## config.mk

```make
export PLATFORM = sky130hd
export DESIGN_NAME = rc_receiver_frame_decoder_flat
export DESIGN_NICKNAME = d
export VERILOG_FILES = /design/src/design/rcfd_pkg.sv /design/src/design/rcfd_if.sv /design/src/design/rcfd_collect.sv /design/src/design/rcfd_decode.sv /design/src/design/rc_receiver_frame_decoder.sv /design/src/flat_wrapper.sv
export SDC_FILE = /design/constraint.sdc
export NUM_CORES = 1
export LEC_CHECK = 0
export BUFFER_PORTS_ARGS = -buffer_cell sky130_fd_sc_hd__buf_2
export CORE_MARGIN = 2
export CORE_UTILIZATION = 35
export CTS_CLUSTER_DIAMETER = 60
export CTS_CLUSTER_SIZE = 40
export DETAILED_ROUTE_END_ITERATION = 7
export GPL_TIMING_DRIVEN = 0
export PLACE_DENSITY = 0.51
export SLEW_MARGIN = 20
export SYNTH_ARGS = -nofsm -noshare
export SYNTH_HDL_FRONTEND = slang
export SYNTH_HIERARCHICAL = 1
export SYNTH_SLANG_ARGS = --single-unit
```

## constraint.sdc

```tcl
create_clock -name clk_i -period 5.12 [get_ports clk_i]
set_input_delay 0.256 -clock clk_i [delete_from_list [all_inputs] [get_ports clk_i]]
set_output_delay 0.256 -clock clk_i [all_outputs]
set_load 0.01 [all_outputs]
```

## src/design/rcfd_pkg.sv

```systemverilog
// Shared types and constants for the receiver frame decoder.
package rcfd_pkg;

  localparam int FRAME_BYTES  = 18;
  localparam int NUM_KEYS     = 18;
  localparam int HOLD_BITS_DEF = 8;
  localparam int NUM_STICKS   = 5;
  localparam int STICK_W      = 11;
  localparam int STICK_OUT_W  = 12;
  localparam int WDOG_W       = 8;
  localparam int COUNT_W      = 5;
  localparam int CFG_IDX_W    = 2;
  localparam int CFG_DATA_W   = 11;

  localparam logic [COUNT_W-1:0] COUNT_MAX = 5'd31;
  localparam logic [COUNT_W-1:0] COUNT_LAST = COUNT_W'(FRAME_BYTES - 1);

  // Configuration register indexes.
  localparam logic [CFG_IDX_W-1:0] CFG_STICK_MIN = 2'd0;
  localparam logic [CFG_IDX_W-1:0] CFG_STICK_MAX = 2'd1;
  localparam logic [CFG_IDX_W-1:0] CFG_CENTER    = 2'd2;
  localparam logic [CFG_IDX_W-1:0] CFG_WDOG      = 2'd3;

  localparam logic [STICK_W-1:0] STICK_MIN_RST = 11'd364;
  localparam logic [STICK_W-1:0] STICK_MAX_RST = 11'd1684;
  localparam logic [STICK_W-1:0] CENTER_RST    = 11'd1024;
  localparam logic [WDOG_W-1:0]  WDOG_RST      = 8'd50;

  localparam logic OP_BYTE = 1'b0;
  localparam logic OP_TICK = 1'b1;

  localparam logic CAUSE_FRAME    = 1'b0;
  localparam logic CAUSE_WATCHDOG = 1'b1;

  typedef struct packed {
    logic [STICK_W-1:0] stick_min;
    logic [STICK_W-1:0] stick_max;
    logic [STICK_W-1:0] center;
    logic [WDOG_W-1:0]  reload;
  } cfg_t;

  // Item held in the input stage, as seen by the decode stage.
  typedef struct packed {
    logic valid;
    logic tick;
    logic frame_done;
  } item_t;

endpackage

```

## src/design/rcfd_if.sv

```systemverilog
// Stream interfaces for receiver items and decoded results.
interface rcfd_in_if;
  logic       valid;
  logic       ready;
  logic       op;
  logic [7:0] rx_byte;
  logic       frame_end;

  modport source (output valid, op, rx_byte, frame_end, input ready);
  modport sink (input valid, op, rx_byte, frame_end, output ready);
endinterface

interface rcfd_out_if;
  logic        valid;
  logic        ready;
  logic        cause;
  logic        link_lost;
  logic [59:0] sticks_packed;
  logic [3:0]  switch_pair;
  logic [47:0] mouse_packed;
  logic [17:0] keys_pressed;
  logic [17:0] keys_rising;
  logic [17:0] keys_falling;
  logic [47:0] hold_low;
  logic [47:0] hold_mid;
  logic [47:0] hold_high;

  modport source (output valid, cause, link_lost, sticks_packed, switch_pair, mouse_packed,
                  keys_pressed, keys_rising, keys_falling, hold_low, hold_mid, hold_high,
                  input ready);
  modport sink (input valid, cause, link_lost, sticks_packed, switch_pair, mouse_packed,
                keys_pressed, keys_rising, keys_falling, hold_low, hold_mid, hold_high,
                output ready);
endinterface

```

## src/design/rcfd_collect.sv

```systemverilog
// Input stage: holds the accepted beat, counts frame bytes and fills the frame buffer.
module rcfd_collect import rcfd_pkg::*; (
  input  logic       clk_i,
  input  logic       rst_ni,
  input  logic       in_valid_i,
  output logic       in_ready_o,
  input  logic       op_i,
  input  logic [7:0] rx_byte_i,
  input  logic       frame_end_i,
  input  logic       take_i,
  output item_t      item_o,
  output logic [7:0] frame_o [FRAME_BYTES]
);

  logic               item_v_q;
  logic               op_q;
  logic [7:0]         byte_q;
  logic               end_q;
  logic [COUNT_W-1:0] count_q, count_d;
  logic [7:0]         buf_q [FRAME_BYTES];
  logic               advance;
  logic               is_byte;

  assign advance    = item_v_q && take_i;
  assign in_ready_o = !item_v_q || take_i;
  assign is_byte    = (op_q == OP_BYTE);

  always_ff @(posedge clk_i or negedge rst_ni) begin
    if (!rst_ni) begin
      item_v_q <= 1'b0;
    end else if (in_ready_o) begin
      item_v_q <= in_valid_i;
    end
  end

  always_ff @(posedge clk_i) begin
    if (in_ready_o && in_valid_i) begin
      op_q   <= op_i;
      byte_q <= rx_byte_i;
      end_q  <= frame_end_i;
    end
  end

  always_comb begin
    count_d = count_q;
    if (count_q != COUNT_MAX) begin
      count_d = count_q + COUNT_W'(1);
    end
    if (end_q) begin
      count_d = '0;
    end
  end

  always_ff @(posedge clk_i or negedge rst_ni) begin
    if (!rst_ni) begin
      count_q <= '0;
    end else if (advance && is_byte) begin
      count_q <= count_d;
    end
  end

  always_ff @(posedge clk_i) begin
    for (int i = 0; i < FRAME_BYTES; i++) begin
      if (advance && is_byte && (count_q == COUNT_W'(i))) begin
        buf_q[i] <= byte_q;
      end
    end
  end

  // The closing byte is not yet in the buffer, so it is merged in here.
  always_comb begin
    for (int i = 0; i < FRAME_BYTES; i++) begin
      frame_o[i] = (count_q == COUNT_W'(i)) ? byte_q : buf_q[i];
    end
  end

  assign item_o.valid      = item_v_q;
  assign item_o.tick       = (op_q == OP_TICK);
  assign item_o.frame_done = is_byte && end_q && (count_q == COUNT_LAST);

endmodule

```

## src/design/rcfd_decode.sv

```systemverilog
// Decode stage: unpacks and checks a frame, tracks keys and the watchdog, holds the result.
module rcfd_decode import rcfd_pkg::*; #(
  parameter int HOLD_BITS = HOLD_BITS_DEF
) (
  input  logic       clk_i,
  input  logic       rst_ni,
  input  cfg_t       cfg_i,
  input  item_t      item_i,
  input  logic [7:0] frame_i [FRAME_BYTES],
  output logic       take_o,
  rcfd_out_if.source out_o
);

  logic [STICK_W-1:0]   ch [NUM_STICKS];
  logic [1:0]           sw0, sw1;
  logic                 frame_ok;
  logic [NUM_KEYS-1:0]  keys_now;
  logic [WDOG_W-1:0]    online_dec;
  logic                 expire;
  logic                 advance;
  logic                 do_frame, do_clear, do_keys;
  logic [NUM_KEYS-1:0]  key_in;

  logic                 out_v_q;
  logic                 cause_q;
  logic                 lost_q;
  logic [WDOG_W-1:0]    online_q;
  logic [59:0]          stick_q;
  logic [3:0]           sw_q;
  logic [47:0]          mouse_q;
  logic [NUM_KEYS-1:0]  pressed_q, rise_q, fall_q;
  logic [HOLD_BITS-1:0] hold_q [NUM_KEYS];
  logic [59:0]          stick_d;
  logic [7:0]           hold8 [NUM_KEYS];
  logic [HOLD_BITS+7:0] hold_ext;

  always_comb begin
    ch[0] = {frame_i[1][2:0], frame_i[0]};
    ch[1] = {frame_i[2][5:0], frame_i[1][7:3]};
    ch[2] = {frame_i[4][0], frame_i[3], frame_i[2][7:6]};
    ch[3] = {frame_i[5][3:0], frame_i[4][7:1]};
    ch[4] = {frame_i[17][2:0], frame_i[16]};
  end

  assign sw0 = frame_i[5][5:4];
  assign sw1 = frame_i[5][7:6];
  assign frame_ok = (ch[0] >= cfg_i.stick_min) && (ch[0] <= cfg_i.stick_max)
                 && (sw0 != 2'd0) && (sw1 != 2'd0);
  assign keys_now = {(frame_i[13] != 8'd0), (frame_i[12] != 8'd0),
                     frame_i[15], frame_i[14]};

  always_comb begin
    for (int i = 0; i < NUM_STICKS; i++) begin
      stick_d[i*STICK_OUT_W +: STICK_OUT_W] = {1'b0, ch[i]} - {1'b0, cfg_i.center};
    end
  end

  assign online_dec = (online_q != '0) ? online_q - WDOG_W'(1) : online_q;
  assign expire     = (online_dec == '0);

  // The result slot doubles as the state; it can be rewritten once it is empty or taken.
  assign take_o   = !out_v_q || out_o.ready;
  assign advance  = item_i.valid && take_o;
  assign do_frame = advance && !item_i.tick && item_i.frame_done && frame_ok;
  assign do_clear = advance && item_i.tick && expire;
  assign do_keys  = do_frame || do_clear;
  assign key_in   = do_frame ? keys_now : '0;

  always_ff @(posedge clk_i or negedge rst_ni) begin
    if (!rst_ni) begin
      out_v_q   <= 1'b0;
      cause_q   <= CAUSE_FRAME;
      lost_q    <= 1'b0;
      online_q  <= '0;
      stick_q   <= '0;
      sw_q      <= '0;
      mouse_q   <= '0;
      pressed_q <= '0;
      rise_q    <= '0;
      fall_q    <= '0;
      for (int k = 0; k < NUM_KEYS; k++) begin
        hold_q[k] <= '0;
      end
    end else begin
      if (take_o) begin
        out_v_q <= do_keys;
      end
      if (advance && item_i.tick) begin
        online_q <= online_dec;
      end
      if (do_frame) begin
        cause_q  <= CAUSE_FRAME;
        lost_q   <= 1'b0;
        online_q <= cfg_i.reload;
        stick_q  <= stick_d;
        sw_q     <= {sw1, sw0};
        mouse_q  <= {frame_i[11], frame_i[10], frame_i[9],
                     frame_i[8], frame_i[7], frame_i[6]};
      end
      if (do_clear) begin
        cause_q <= CAUSE_WATCHDOG;
        lost_q  <= 1'b1;
        stick_q <= '0;
        sw_q    <= '0;
        mouse_q <= '0;
      end
      if (do_keys) begin
        pressed_q <= key_in;
        rise_q    <= key_in & ~pressed_q;
        fall_q    <= ~key_in & pressed_q;
        for (int k = 0; k < NUM_KEYS; k++) begin
          if (!key_in[k]) begin
            hold_q[k] <= '0;
          end else if (!(&hold_q[k])) begin
            hold_q[k] <= hold_q[k] + HOLD_BITS'(1);
          end
        end
      end
    end
  end

  // Hold counts are shown saturated to one byte.
  always_comb begin
    hold_ext = '0;
    for (int k = 0; k < NUM_KEYS; k++) begin
      hold_ext = {8'd0, hold_q[k]};
      hold8[k] = (hold_ext > (HOLD_BITS+8)'(255)) ? 8'hFF : hold_ext[7:0];
    end
  end

  always_comb begin
    for (int i = 0; i < 6; i++) begin
      out_o.hold_low[i*8 +: 8]  = hold8[i];
      out_o.hold_mid[i*8 +: 8]  = hold8[i + 6];
      out_o.hold_high[i*8 +: 8] = hold8[i + 12];
    end
  end

  assign out_o.valid         = out_v_q;
  assign out_o.cause         = cause_q;
  assign out_o.link_lost     = lost_q;
  assign out_o.sticks_packed = stick_q;
  assign out_o.switch_pair   = sw_q;
  assign out_o.mouse_packed  = mouse_q;
  assign out_o.keys_pressed  = pressed_q;
  assign out_o.keys_rising   = rise_q;
  assign out_o.keys_falling  = fall_q;

endmodule

```

## src/design/rc_receiver_frame_decoder.sv

```systemverilog
// Top level of the receiver frame decoder: configuration registers and the two stages.
// Takes one beat per clock, either a received byte or a 10 ms tick, and emits a result for
// each accepted 18-byte frame that passes its checks and for each tick that leaves the link
// watchdog at zero. An accepted beat is registered in the input stage and then processed by a
// single decode-and-update stage whose state registers form the result register; the held
// beat is processed only when the result slot is empty or being taken. Sustained throughput
// is one beat per cycle; the input stalls only while a finished result waits on the output
// and the input stage holds a beat. Configuration writes take effect at the next edge.
module rc_receiver_frame_decoder import rcfd_pkg::*; #(
  parameter int HOLD_BITS = HOLD_BITS_DEF
) (
  input  logic                  clk_i,
  input  logic                  rst_ni,
  input  logic                  cfg_we_i,
  input  logic [CFG_IDX_W-1:0]  cfg_idx_i,
  input  logic [CFG_DATA_W-1:0] cfg_wdata_i,
  rcfd_in_if.sink               in_i,
  rcfd_out_if.source            out_o
);

  cfg_t       cfg_q;
  item_t      item;
  logic [7:0] frame [FRAME_BYTES];
  logic       take;

  always_ff @(posedge clk_i or negedge rst_ni) begin
    if (!rst_ni) begin
      cfg_q.stick_min <= STICK_MIN_RST;
      cfg_q.stick_max <= STICK_MAX_RST;
      cfg_q.center    <= CENTER_RST;
      cfg_q.reload    <= WDOG_RST;
    end else if (cfg_we_i) begin
      case (cfg_idx_i)
        CFG_STICK_MIN: cfg_q.stick_min <= cfg_wdata_i[STICK_W-1:0];
        CFG_STICK_MAX: cfg_q.stick_max <= cfg_wdata_i[STICK_W-1:0];
        CFG_CENTER:    cfg_q.center    <= cfg_wdata_i[STICK_W-1:0];
        CFG_WDOG:      cfg_q.reload    <= cfg_wdata_i[WDOG_W-1:0];
        default: ;
      endcase
    end
  end

  rcfd_collect u_collect (
    .clk_i       (clk_i),
    .rst_ni      (rst_ni),
    .in_valid_i  (in_i.valid),
    .in_ready_o  (in_i.ready),
    .op_i        (in_i.op),
    .rx_byte_i   (in_i.rx_byte),
    .frame_end_i (in_i.frame_end),
    .take_i      (take),
    .item_o      (item),
    .frame_o     (frame)
  );

  rcfd_decode #(
    .HOLD_BITS (HOLD_BITS)
  ) u_decode (
    .clk_i   (clk_i),
    .rst_ni  (rst_ni),
    .cfg_i   (cfg_q),
    .item_i  (item),
    .frame_i (frame),
    .take_o  (take),
    .out_o   (out_o)
  );

endmodule
```

## src/flat_wrapper.sv

```systemverilog
// flat-port wrapper written by rule: the top's interface ports become plain ports
module rc_receiver_frame_decoder_flat import rcfd_pkg::*;
#(
  parameter int HOLD_BITS = HOLD_BITS_DEF
)
  (clk_i, rst_ni, cfg_we_i, cfg_idx_i, cfg_wdata_i, in_i_valid, in_i_op, in_i_rx_byte, in_i_frame_end, in_i_ready, out_o_valid, out_o_cause, out_o_link_lost, out_o_sticks_packed, out_o_switch_pair, out_o_mouse_packed, out_o_keys_pressed, out_o_keys_rising, out_o_keys_falling, out_o_hold_low, out_o_hold_mid, out_o_hold_high, out_o_ready);
  rcfd_in_if in_i_i ();
  rcfd_out_if out_o_i ();
  input  logic clk_i;
  input  logic rst_ni;
  input  logic cfg_we_i;
  input  logic [CFG_IDX_W-1:0] cfg_idx_i;
  input  logic [CFG_DATA_W-1:0] cfg_wdata_i;
  input wire logic [$bits(in_i_i.valid)-1:0] in_i_valid;
  input wire logic [$bits(in_i_i.op)-1:0] in_i_op;
  input wire logic [$bits(in_i_i.rx_byte)-1:0] in_i_rx_byte;
  input wire logic [$bits(in_i_i.frame_end)-1:0] in_i_frame_end;
  output wire logic [$bits(in_i_i.ready)-1:0] in_i_ready;
  output wire logic [$bits(out_o_i.valid)-1:0] out_o_valid;
  output wire logic [$bits(out_o_i.cause)-1:0] out_o_cause;
  output wire logic [$bits(out_o_i.link_lost)-1:0] out_o_link_lost;
  output wire logic [$bits(out_o_i.sticks_packed)-1:0] out_o_sticks_packed;
  output wire logic [$bits(out_o_i.switch_pair)-1:0] out_o_switch_pair;
  output wire logic [$bits(out_o_i.mouse_packed)-1:0] out_o_mouse_packed;
  output wire logic [$bits(out_o_i.keys_pressed)-1:0] out_o_keys_pressed;
  output wire logic [$bits(out_o_i.keys_rising)-1:0] out_o_keys_rising;
  output wire logic [$bits(out_o_i.keys_falling)-1:0] out_o_keys_falling;
  output wire logic [$bits(out_o_i.hold_low)-1:0] out_o_hold_low;
  output wire logic [$bits(out_o_i.hold_mid)-1:0] out_o_hold_mid;
  output wire logic [$bits(out_o_i.hold_high)-1:0] out_o_hold_high;
  input wire logic [$bits(out_o_i.ready)-1:0] out_o_ready;
  assign in_i_i.valid = in_i_valid;
  assign in_i_i.op = in_i_op;
  assign in_i_i.rx_byte = in_i_rx_byte;
  assign in_i_i.frame_end = in_i_frame_end;
  assign in_i_ready = in_i_i.ready;
  assign out_o_valid = out_o_i.valid;
  assign out_o_cause = out_o_i.cause;
  assign out_o_link_lost = out_o_i.link_lost;
  assign out_o_sticks_packed = out_o_i.sticks_packed;
  assign out_o_switch_pair = out_o_i.switch_pair;
  assign out_o_mouse_packed = out_o_i.mouse_packed;
  assign out_o_keys_pressed = out_o_i.keys_pressed;
  assign out_o_keys_rising = out_o_i.keys_rising;
  assign out_o_keys_falling = out_o_i.keys_falling;
  assign out_o_hold_low = out_o_i.hold_low;
  assign out_o_hold_mid = out_o_i.hold_mid;
  assign out_o_hold_high = out_o_i.hold_high;
  assign out_o_i.ready = out_o_ready;
  rc_receiver_frame_decoder #(.HOLD_BITS(HOLD_BITS)) u_core (.clk_i(clk_i), .rst_ni(rst_ni), .cfg_we_i(cfg_we_i), .cfg_idx_i(cfg_idx_i), .cfg_wdata_i(cfg_wdata_i), .in_i(in_i_i), .out_o(out_o_i));
endmodule
```

==> impl_metrics.csv <==
group,metric,value,unit
critical_path,critPathKind,"flop to flop",
sta,fmax,207,MHz
critical_path,cp_slowest_stage_delay,0.54,ns
sta,rsz0062_at_grt,"no",
yosys,synth_cells,2255,
yosys,syn_area,25500,µm²
clock_network,cts_root_buf,"clkbuf_16",
clock_network,cts_made_buffers,49,
sta,slew_violations,0,
critical_path,start_kind,"flop",
sta,relSlewSlack,35.8,%
power_and_ir_drop,peakVddDrop,0.000261,V
sta,period_needed,4.83,ns
finish,nets,2825,
global_routing,antenna_found_initial,2,
finish,diodes,0,
die,die_area,75000,µm²
critical_path,endpoint_kind,"flop",
clock_network,h-tree-depth,2,
finish,drive_above_1_share,27.7,%
clock_network,path_clk_slew,0.08,ns
sta,fin_setup_tns,0,ns
yosys,synth_fp_nets,2390,
critical_path,worst-path-buf-inv,4,
finish,register_area,13700,µm²
critical_path,cp_cell_sequence,"inv_1, ha_1, nand2b_4, buf_6, nor3_2, mux2_2, ha_1, nand4_1, o31ai_1, o31ai_4, nor2_1, clkbuf_1, clkbuf_1, o2111ai_1, nand2_1",
die,io_pins,342,
global_routing,grt_start_max_net_pins,87,
global_routing,track_usage,21.7,%
placed_design,io_buffer_count,341,
status,status,"finished clean",
power_and_ir_drop,power.density,352,nW/µm²
clock_network,cts_tree,"done",
min_path,min_path_type,"input pin to flop",
sta,setup_violations,0,
sta,hold_viol_final,0,
critical_path,critPathSlowestCell,"clkbuf_1",
die,coreArea,71900,µm²
route,wl,82.7,mm
route,ant_nets,0,
global_routing,grt_first_pass_wirelength,124,mm
placed_design,dp_hpwl,60.6,mm
critical_path,arrival,5.38,ns
route,dr.first_iter.drc_count,1427,
global_routing,grt_pass1_vias,19319,
critical_path,cp_top_family,"buffers and inverters",
die,die_h,274,µm
finish,final_area,30800,µm²
critical_path,critPathRequiredTime,5.67,ns
finish,multi_input_area,11200,µm²
route,drt_first_pass_iters,5,
power_and_ir_drop,leakagePower,14.2,nW
route,vias_per_cell,5.31,
placed_design,place.gp.congestion,0.847,
clock_network,cts_sinks,516,
placed_design,placed_cell_area,28800,µm²
finish,fillCellCount,6887,
die,start_util,35.5,%
flow_run,max_cap_violations,0,
die,fp.dieW,274,µm
clock_network,clockBufferDepth,3,
sta,post-route-period-util,94.3,%
critical_path,crit_path_max_fanout,10,
yosys,avgSynthCellArea,11.3,µm²
die,fp-row-count,98,
sta,tightestPinTransition,0.954,ns
yosys,ys_warn_count,6,
sta,skew,0.0348,ns
finish,syn_to_final_growth,20.6,%
global_routing,overflow,0,
route,vias,19542,
route,wl_per_cell,22.5,µm
clock_network,insertion_delay,0.62,ns
route,drc,0,
## power breakdown
group	total, mW	internal (mW)	leakage, nW	switching [mW]
clock network	3.88	2.03	0.828	1.85
registers	4.59	4.42	6.35	0.170
logic	2.35	0.906	6.98	1.44
## final cells by class
class | instances | share of cell area, %
Timing Repair Buffer | 384 | 7.40
Tap cell | 950 | 3.87
Clock buffer | 56 | 4.25
Clock inverter | 34 | 1.23
Inverter | 80 | 0.976
Sequential cell | 516 | 44.5
Multi-Input combinational cell | 1569 | 36.3
Buffer | 90 | 1.55
## per-stage QoR
stage / hold slack (ns) / util (%) / instances / worst slack (ns) / power [mW]
2_1_floorplan: -0.0396 / - / 2255 / 1.31 / 6.14
4_1_cts: 0.0397 / 42.7 / 3678 / 0.0591 / 10.9
6_report: 0.0708 / 42.8 / 3679 / 0.292 / 10.8
3_3_place_gp: 0.437 / 39.5 / 3546 / -3.98 / 6.92
3_5_place_dp: 0.187 / 40.0 / 3565 / -0.513 / 6.99
5_1_grt: 0.0716 / 42.8 / 3679 / 0.0501 / 11.4
## sequential cells by signal (all words and copies together) (netlist names)
signal	count
u_core/u_collect/item_v_q	1
u_core/u_decode/out_o.hold_high	48
u_core/u_decode/online_q	8
u_core/u_decode/out_o.hold_low	48
u_core/u_decode/out_o.link_lost	1
u_core/u_collect/byte_q	8
u_core/u_decode/out_o.sticks_packed	60
u_core/u_collect/buf_q	139
u_core/u_decode/out_o.keys_falling	18
u_core/u_decode/out_o.hold_mid	48
u_core/u_decode/out_o.switch_pair	4
u_core/u_decode/out_o.keys_pressed	18
u_core/u_collect/count_q	5
u_core/u_decode/out_o.valid	1
u_core/cfg_q	41
u_core/u_decode/out_o.mouse_packed	48
u_core/u_collect/end_q	1
u_core/u_collect/op_q	1
u_core/u_decode/out_o.keys_rising	18
## what timing repair did
action / CTS / global route
gates resized for setup: 5 / 11
hold buffers: 23 / 0
buffers inserted: 0 / 1
pin swaps: 0 / 0
hold endpoints to repair: 100 / 0
setup endpoints to repair: 273 / 46
## routing by layer
| layer | vias to the layer above | global-route usage (%) | wire length (µm) |
|---|---|---|---|
| met5 | - | 0 | 0 |
| met4 | 0 | 4.98 | 1860 |
| met3 | 89 | 2.95 | 3760 |
| met2 | 467 | 36.3 | 39800 |
| met1 | 9865 | 29.8 | 37300 |
| li1 | 9121 | - | - |
## worst paths after layout
check | startpoint | end | slack (ns) | cells after the start
worst max-delay path | u_core/u_collect/count_q[1]$_DFFE_PN0P_ | u_core/u_decode/out_o.hold_high[46]$_DFFE_PN0P_ | 0.29 | 15
worst min register to register | u_core/u_decode/out_o.sticks_packed[57]$_DFFE_PN0P_ | u_core/u_decode/out_o.sticks_packed[57]$_DFFE_PN0P_ | 0.47 | 2
min in group asynchronous | rst_ni | u_core/u_decode/out_o.hold_low[11]$_DFFE_PN0P_ | 0.14 | 2
max in group asynchronous | rst_ni | u_core/cfg_q[26]$_DFFE_PN1P_ | 3.72 | 4
worst max register to register | u_core/u_collect/count_q[1]$_DFFE_PN0P_ | u_core/u_decode/out_o.hold_high[46]$_DFFE_PN0P_ | 0.29 | 15
worst min-delay path | cfg_idx_i[1] | u_core/cfg_q[32]$_DFFE_PN1P_ | 0.07 | 3
## cells in the final DEF, fill, tap and decap left out, types with 78 or more instances in the layout
master	count
o21ai_0	276
edfxtp_1	149
inv_1	78
ha_1	102
nand3_1	99
dfrtp_1	353
a22o_1	88
mux2_2	149
buf_2	383
nand2_1	285
## worst reg2reg max path, stage by stage, from the launching register on
cell and delay [ns]:
dfrtp_1 0.45, inv_1 0.11, ha_1 0.22, nand2b_4 0.06, buf_6 0.14, nor3_2 0.52, mux2_2 0.48, ha_1 0.34
nand4_1 0.20, o31ai_1 0.45, o31ai_4 0.23, nor2_1 0.22, clkbuf_1 0.54, clkbuf_1 0.52, o2111ai_1 0.20, nand2_1 0.09
Note: power is estimated with default switching activity, not from simulation.
